==> config.mk <==
export PLATFORM = sky130hd
export DESIGN_NAME = npim_clamp
export DESIGN_NICKNAME = d
export VERILOG_FILES = /design/src/rtl/npim_pkg.sv /design/src/rtl/npim_clamp.sv
export SDC_FILE = /design/constraint.sdc
export NUM_CORES = 1
export LEC_CHECK = 0
export ABC_CLOCK_PERIOD_IN_PS = 15500
export BUFFER_PORTS_ARGS = -buffer_cell sky130_fd_sc_hd__buf_2
export CAP_MARGIN = 0
export CORE_UTILIZATION = 37
export DETAILED_ROUTE_END_ITERATION = 8
export GPL_TIMING_DRIVEN = 0
export PLACE_DENSITY_LB_ADDON = 0.2
export SLEW_MARGIN = 15
export SYNTH_ARGS = -nofsm -noshare
export SYNTH_HDL_FRONTEND = slang
export SYNTH_SLANG_ARGS = --single-unit
==> constraint.sdc <==
create_clock -name clk -period 15.5 [get_ports clk]
set_clock_uncertainty 0.05 [all_clocks]
set_input_delay 2.325 -clock clk [delete_from_list [all_inputs] [get_ports clk]]
set_output_delay 2.325 -clock clk [all_outputs]
set_load 0.01 [all_outputs]
==> src/rtl/npim_pkg.sv <==
// Shared types and constants for the nearest palette index mapper.
// Holds field widths, command and register codes, and the lane record.
// No dependencies; every other file of the block imports it.
package npim_pkg;

  localparam int COLOR_W  = 8;
  localparam int INDEX_W  = 4;
  localparam int WANT_W   = 17;
  localparam int LIMIT_W  = 14;
  localparam int SIZE_W   = 5;
  localparam int DIST_W   = 32;

  localparam int S_TDATA_W  = 104;
  localparam int S_TUSER_W  = 1;
  localparam int M_TDATA_W  = 32;
  localparam int APB_ADDR_W = 3;
  localparam int APB_DATA_W = 32;

  // Channel order used by every per-channel array.
  localparam int NUM_CH   = 3;
  localparam int CH_RED   = 0;
  localparam int CH_GREEN = 1;
  localparam int CH_BLUE  = 2;

  // Luminance weights; they add up to 1 << WEIGHT_SUM_W.
  localparam int WEIGHT_SUM_W = 6;
  localparam int unsigned WEIGHT_RED   = 19;
  localparam int unsigned WEIGHT_GREEN = 37;
  localparam int unsigned WEIGHT_BLUE  = (1 << WEIGHT_SUM_W) - WEIGHT_RED - WEIGHT_GREEN;

  localparam logic [LIMIT_W-1:0] DIFFUSE_LIMIT_RESET = 14'd1024;
  localparam logic [SIZE_W-1:0]  PALETTE_SIZE_RESET  = 5'd16;

  typedef enum logic {
    CMD_LOAD = 1'b0,
    CMD_MAP  = 1'b1
  } cmd_t;

  typedef enum logic {
    REG_DIFFUSE_LIMIT = 1'b0,
    REG_PALETTE_SIZE  = 1'b1
  } reg_index_t;

  typedef struct packed {
    logic [COLOR_W-1:0] red;
    logic [COLOR_W-1:0] green;
    logic [COLOR_W-1:0] blue;
  } rgb_t;

  typedef struct packed {
    logic [INDEX_W-1:0] index;
    rgb_t               color;
  } entry_t;

  typedef struct packed {
    logic signed [WANT_W-1:0] red;
    logic signed [WANT_W-1:0] green;
    logic signed [WANT_W-1:0] blue;
  } want_t;

  // One palette lane after the distance stages.
  typedef struct packed {
    logic              en;
    logic [DIST_W-1:0] score;
    rgb_t              color;
  } lane_t;

endpackage

==> src/rtl/npim_clamp.sv <==
// First pipeline stage: limits each channel's deviation from the source pixel.
// Depends on npim_pkg for field types and channel order.
module npim_clamp #(
  parameter int FRAC_BITS = 8,
  localparam int TGT_W = (((FRAC_BITS + 9) > 17) ? (FRAC_BITS + 9) : 17) + 1
) (
  input  logic                                   clk,
  input  logic                                   rst,
  input  logic                                   in_valid,
  output logic                                   in_ready,
  input  npim_pkg::cmd_t                         in_cmd,
  input  npim_pkg::entry_t                       in_entry,
  input  npim_pkg::want_t                        in_want,
  input  npim_pkg::rgb_t                         in_src,
  input  logic [npim_pkg::LIMIT_W-1:0]           diffuse_limit,
  output logic                                   out_valid,
  input  logic                                   out_ready,
  output npim_pkg::cmd_t                         out_cmd,
  output npim_pkg::entry_t                       out_entry,
  output logic [npim_pkg::NUM_CH-1:0][TGT_W-1:0] out_target
);
  import npim_pkg::*;

  logic signed [TGT_W-1:0] bound;

  // The wanted value is pulled back to within bound of the scaled source.
  function automatic logic signed [TGT_W-1:0] limit_channel(
    input logic signed [WANT_W-1:0] want,
    input logic [COLOR_W-1:0]       src,
    input logic signed [TGT_W-1:0]  lim
  );
    logic signed [TGT_W-1:0] base;
    logic signed [TGT_W-1:0] dev;
    base = $signed(TGT_W'(src) << FRAC_BITS);
    dev  = TGT_W'(want) - base;
    if (dev < -lim) begin
      dev = -lim;
    end else if (dev > lim) begin
      dev = lim;
    end
    return base + dev;
  endfunction

  assign bound    = $signed(TGT_W'(diffuse_limit >> 1));
  assign in_ready = !out_valid || out_ready;

  always_ff @(posedge clk) begin
    if (rst) begin
      out_valid <= 1'b0;
    end else if (in_ready) begin
      out_valid <= in_valid;
    end
  end

  always_ff @(posedge clk) begin
    if (in_ready) begin
      out_cmd              <= in_cmd;
      out_entry            <= in_entry;
      out_target[CH_RED]   <= limit_channel(in_want.red, in_src.red, bound);
      out_target[CH_GREEN] <= limit_channel(in_want.green, in_src.green, bound);
      out_target[CH_BLUE]  <= limit_channel(in_want.blue, in_src.blue, bound);
    end
  end

endmodule

==> impl_summary.md <==
Worst setup path
The worst stage delay on the critical path is 710 ps. The buffering stage count on the worst path with inverters included is 3. The worst-path maximum fanout is 10.

For the worst setup path, the data required time is 15540 ps. In this design, the largest share of critical-path delay is due to simple AND/OR/NAND/NOR gates. The startpoint-to-endpoint class of the critical path is in2reg.

STA classifies the critical path startpoint as an input pin. The critical-path cell with the highest stage delay is nor4b_1. For the worst setup path, the data arrival time is 9280 ps. The cell occurring most often along the worst timing path is nand2_1. The kind of end point of the critical path is a flip-flop.

CTS
The post-cts sizing count is 0. The later-pin clock latency in the skew report is 350 ps. Clock tree synthesis found a total of 84 sinks. The longest clock path from root to sink contains 2 buffers. Clock tree synthesis inserted a total of 9 buffers.

The number of hold-repair buffers added at the cts stage is 0. The tree is rooted in a clkbuf_16. The clock tree from TritonCTS is done. Once the clock tree was built, the setup fixing pass inserted 0 buffers. CTS built an H-tree with a depth of 3. The post-CTS clock slew at the launch and capture registers of the worst setup and hold paths is around 70 ps.

Detailed routing
The aggregate routed wire length is 24.1 mm. In this run the remaining antenna-violating nets after routing total 0. The final routed DRC violation total is 0.

The iteration-0 DRC count of the detailed router is 410. The detailed-route vias per instance is 5.39. Wire segments on met2 add up to between 10 and 15 mm in the final route. Before antenna repair, the detailed router went through 5 iterations. Routed signal wires occupy layers up through met5. In the final routing, the length of wire on met1 measures 11.3 mm. The routed layout has between 7k and 8k vias.

The met3 wirelength from detailed routing is about 1.3 mm. The post-detailed-route wirelength per cell is roughly 18 um.

Synthesis
The portion of the post-synthesis area used by sequential elements is between 30% and 40%. The number of different library cells in the post-synthesis netlist is 80. By area the synthesized netlist is led by edfxtp_1, ha_1, a21oi_1. The most used flip-flop cell after synthesis is edfxtp_1. The number of enable flip-flop cells after synthesis is 83.

The number of warning messages in the yosys log is 0. edfxtp_1 takes more of the synthesized area than any other cell. The commonest cells after synthesis are ha_1, edfxtp_1, a21oi_1. The dominant cell by count in the synthesized netlist is ha_1. The summed instance area of the synthesized netlist is ~0.0083 mm2. Synthesis handed over a netlist of 867 instances. The average footprint of a synthesized cell is between 9 and 10 um2. The share of synthesized area in the top cell type comes to 30.0%. The post-synth net total is 1134. The synthesized flop and latch total is 84. The fraction of registers with async set/reset is 0%.

GRT
The global-route wire length before repair is roughly 38 mm. The via count of the first global-routing pass is 6947. In the global route stage, overall resource usage came out at 20.8%. Entering global routing, the biggest net connects 47 pins. Summed over all layers, the global routing overflow is 0. The initial antenna violation count is 1.

Die
The top-level I/O count is 207. The total area inside the core boundary comes to between 0.02 and 0.025 mm2. The initialized floorplan defines 54 standard-cell rows. For this configuration, the core starts out at a cell density of 37.9%. The height of the die is ~150 um.

The width of the die is 152 um. The die covers 0.0230 mm2.

Pwr
IR analysis of the VDD net gives a maximum drop of 0.0470 mV. The internal portion of the total power is 593 uW. Combinational cells account for a little over two fifths of the total power. Summed over all nets, the switching power comes to 347 uW. Of the total power, the clock network draws 22.7%. Net switching is 36.9% of the power. For this design the static power due to leakage is 0.00472 uW. The power per unit of standard cell area is about 95 mW/mm2.

Registers are responsible for 33.9% of the overall power.

Cells and area
Relative to the synthesized area, the layout overhead comes to 19.8%. The final net count is 1341. The final cell utilization of the core is 45.4%. The layout has between 2k and 2.5k filler cells. The area taken by flip-flops and latches is 0.00251 mm2. Of the cells placed in the final design, the portion with a size suffix greater than 1 is roughly 25%.

The number of non-filler instances in the completed layout is between 1k and 1.5k. The multi-input combinational cells in the finished layout cover a total of around 0.0054 mm2. The number of antenna diodes is 0.

STA
Measured against its own limit, the worst slew margin works out to 45.4%. The post-route clock period utilization is 59.6%. The total negative slack for setup checks is 0 ps. The number of endpoints with negative hold slack in the final report is 0.

Setup violations remaining at the end of the flow were counted as 0. Setup repair after global routing left no endpoint under its margin. The final critical-path required period is 9240 ps. At the pin with the least slew margin, the transition time is 808 ps.

For this run, the top clock speed supported by timing is 108 MHz. The number of slew-limit violations in the final report is 0.

Place
The weighted congestion reported at the end of routability-driven placement is 0.886. Detailed placement finished with a half-perimeter wire length of 19.7 mm. Input and output buffers added on the ports amount to 195. Counting tap cells, the placed design contains a total of 1343 instances.

Worst hold path
The class of the most critical hold timing path is reg2reg.

Run
The number of maximum-capacitance violations is 0.

Status
The flow ran to the end, and the final reports show no timing, DRC or antenna violations.
-- worst min-delay path: stages (launching register included) --
cell      delay [ps]
dfxtp_1          330
nand2b_4         450
a21oi_1          140
-- flip-flops by register name (all words and copies together) (netlist names) --
| register | cells |
|---|---|
| out_target | 54 |
| out_valid | 1 |
| out_cmd | 1 |
| out_entry | 28 |
-- kinds of logic (layout without fill, tap and decap cells) --
logic type | after synthesis | after routing | synth area share [%]
compound gates | 269 | 269 | 22.4
simple gates | 213 | 213 | 13.2
fa+ha+maj | 145 | 145 | 22.4
buf+inv | 99 | 311 | 5.17
flops | 84 | 84 | 30.3
xor+xnor | 39 | 39 | 4.29
mux | 18 | 18 | 2.25
-- layer usage --
layer	vias to the layer above	GRT usage [%]
met2	246	34.2
met4	2	4.43
met5	-	0
met1	3371	28.4
met3	13	3.59
li1	3697	-
-- cell type report --
cell class / count / share of cell area (%)
Multi-Input combinational cell: 684 / 54.0
Sequential cell: 84 / 25.3
Timing Repair Buffer: 196 / 10.1
Tap cell: 280 / 3.52
Inverter: 71 / 2.70
Clock buffer: 9 / 2.26
Buffer: 28 / 1.61
Clock inverter: 7 / 0.579
-- worst paths after layout --
path	from	to	slack, ps	cells past startpoint
worst max register to register	out_valid	out_target[27]	13990	2
worst max-delay path	diffuse_limit[2]	out_target[35]	6260	28
worst min register to register	out_valid	out_valid	920	2
worst min-delay path	out_valid	out_valid	920	2
-- power by group through the flow --
stage / combinational [uW] / sequential [uW] / clock, uW
CTS: 408 / 320 / 223
detailed placement: 406 / 325 / 0
floorplan: 244 / 353 / 0
global placement: 401 / 325 / 0
finish: 408 / 319 / 214
global route: 453 / 324 / 230
-- stage by stage --
| step | hold slack, ps | instance area (um2) | setup WS, ps | total power, uW |
|---|---|---|---|---|
| floorplan | 2320 | 8300 | 7570 | 597 |
| global placement | 2440 | 9630 | 6050 | 725 |
| detailed placement | 970 | 9660 | 6040 | 730 |
| CTS | 978 | 9950 | 6380 | 951 |
| global route | 1010 | 9950 | 5790 | 1010 |
| finish | 920 | 9950 | 6260 | 940 |
-- cells in the final DEF, fill, tap and decap left out, types with 4 or more instances in the layout --
| master | count |
|---|---|
| or3_1 | 6 |
| buf_2 | 206 |
| o21ai_0 | 44 |
| a21o_1 | 32 |
| a221o_1 | 16 |
| o31a_1 | 8 |
| o211ai_1 | 6 |
| a31oi_1 | 6 |
| mux2_2 | 5 |
| a21oi_1 | 70 |
| nor3_1 | 21 |
| a22oi_1 | 5 |
| o21ai_1 | 5 |
| ha_1 | 139 |
| xor2_1 | 11 |
| and2_1 | 4 |
| nor2b_1 | 14 |
| edfxtp_1 | 83 |
| buf_6 | 5 |
| o221a_1 | 4 |
| xnor2_1 | 26 |
| nand2_1 | 47 |
| o21a_1 | 20 |
| a211oi_1 | 11 |
| fa_1 | 6 |
| o21bai_1 | 6 |
| inv_1 | 69 |
| or2_2 | 4 |
| clkbuf_16 | 9 |
| nand3_1 | 28 |
| mux2i_1 | 13 |
| nand2b_1 | 8 |
| clkbuf_1 | 9 |
| nand4_1 | 12 |
| nor4_1 | 4 |
| o221a_2 | 4 |
| nor2_1 | 45 |
No activity file was read; power rests on OpenSTA's default activity.
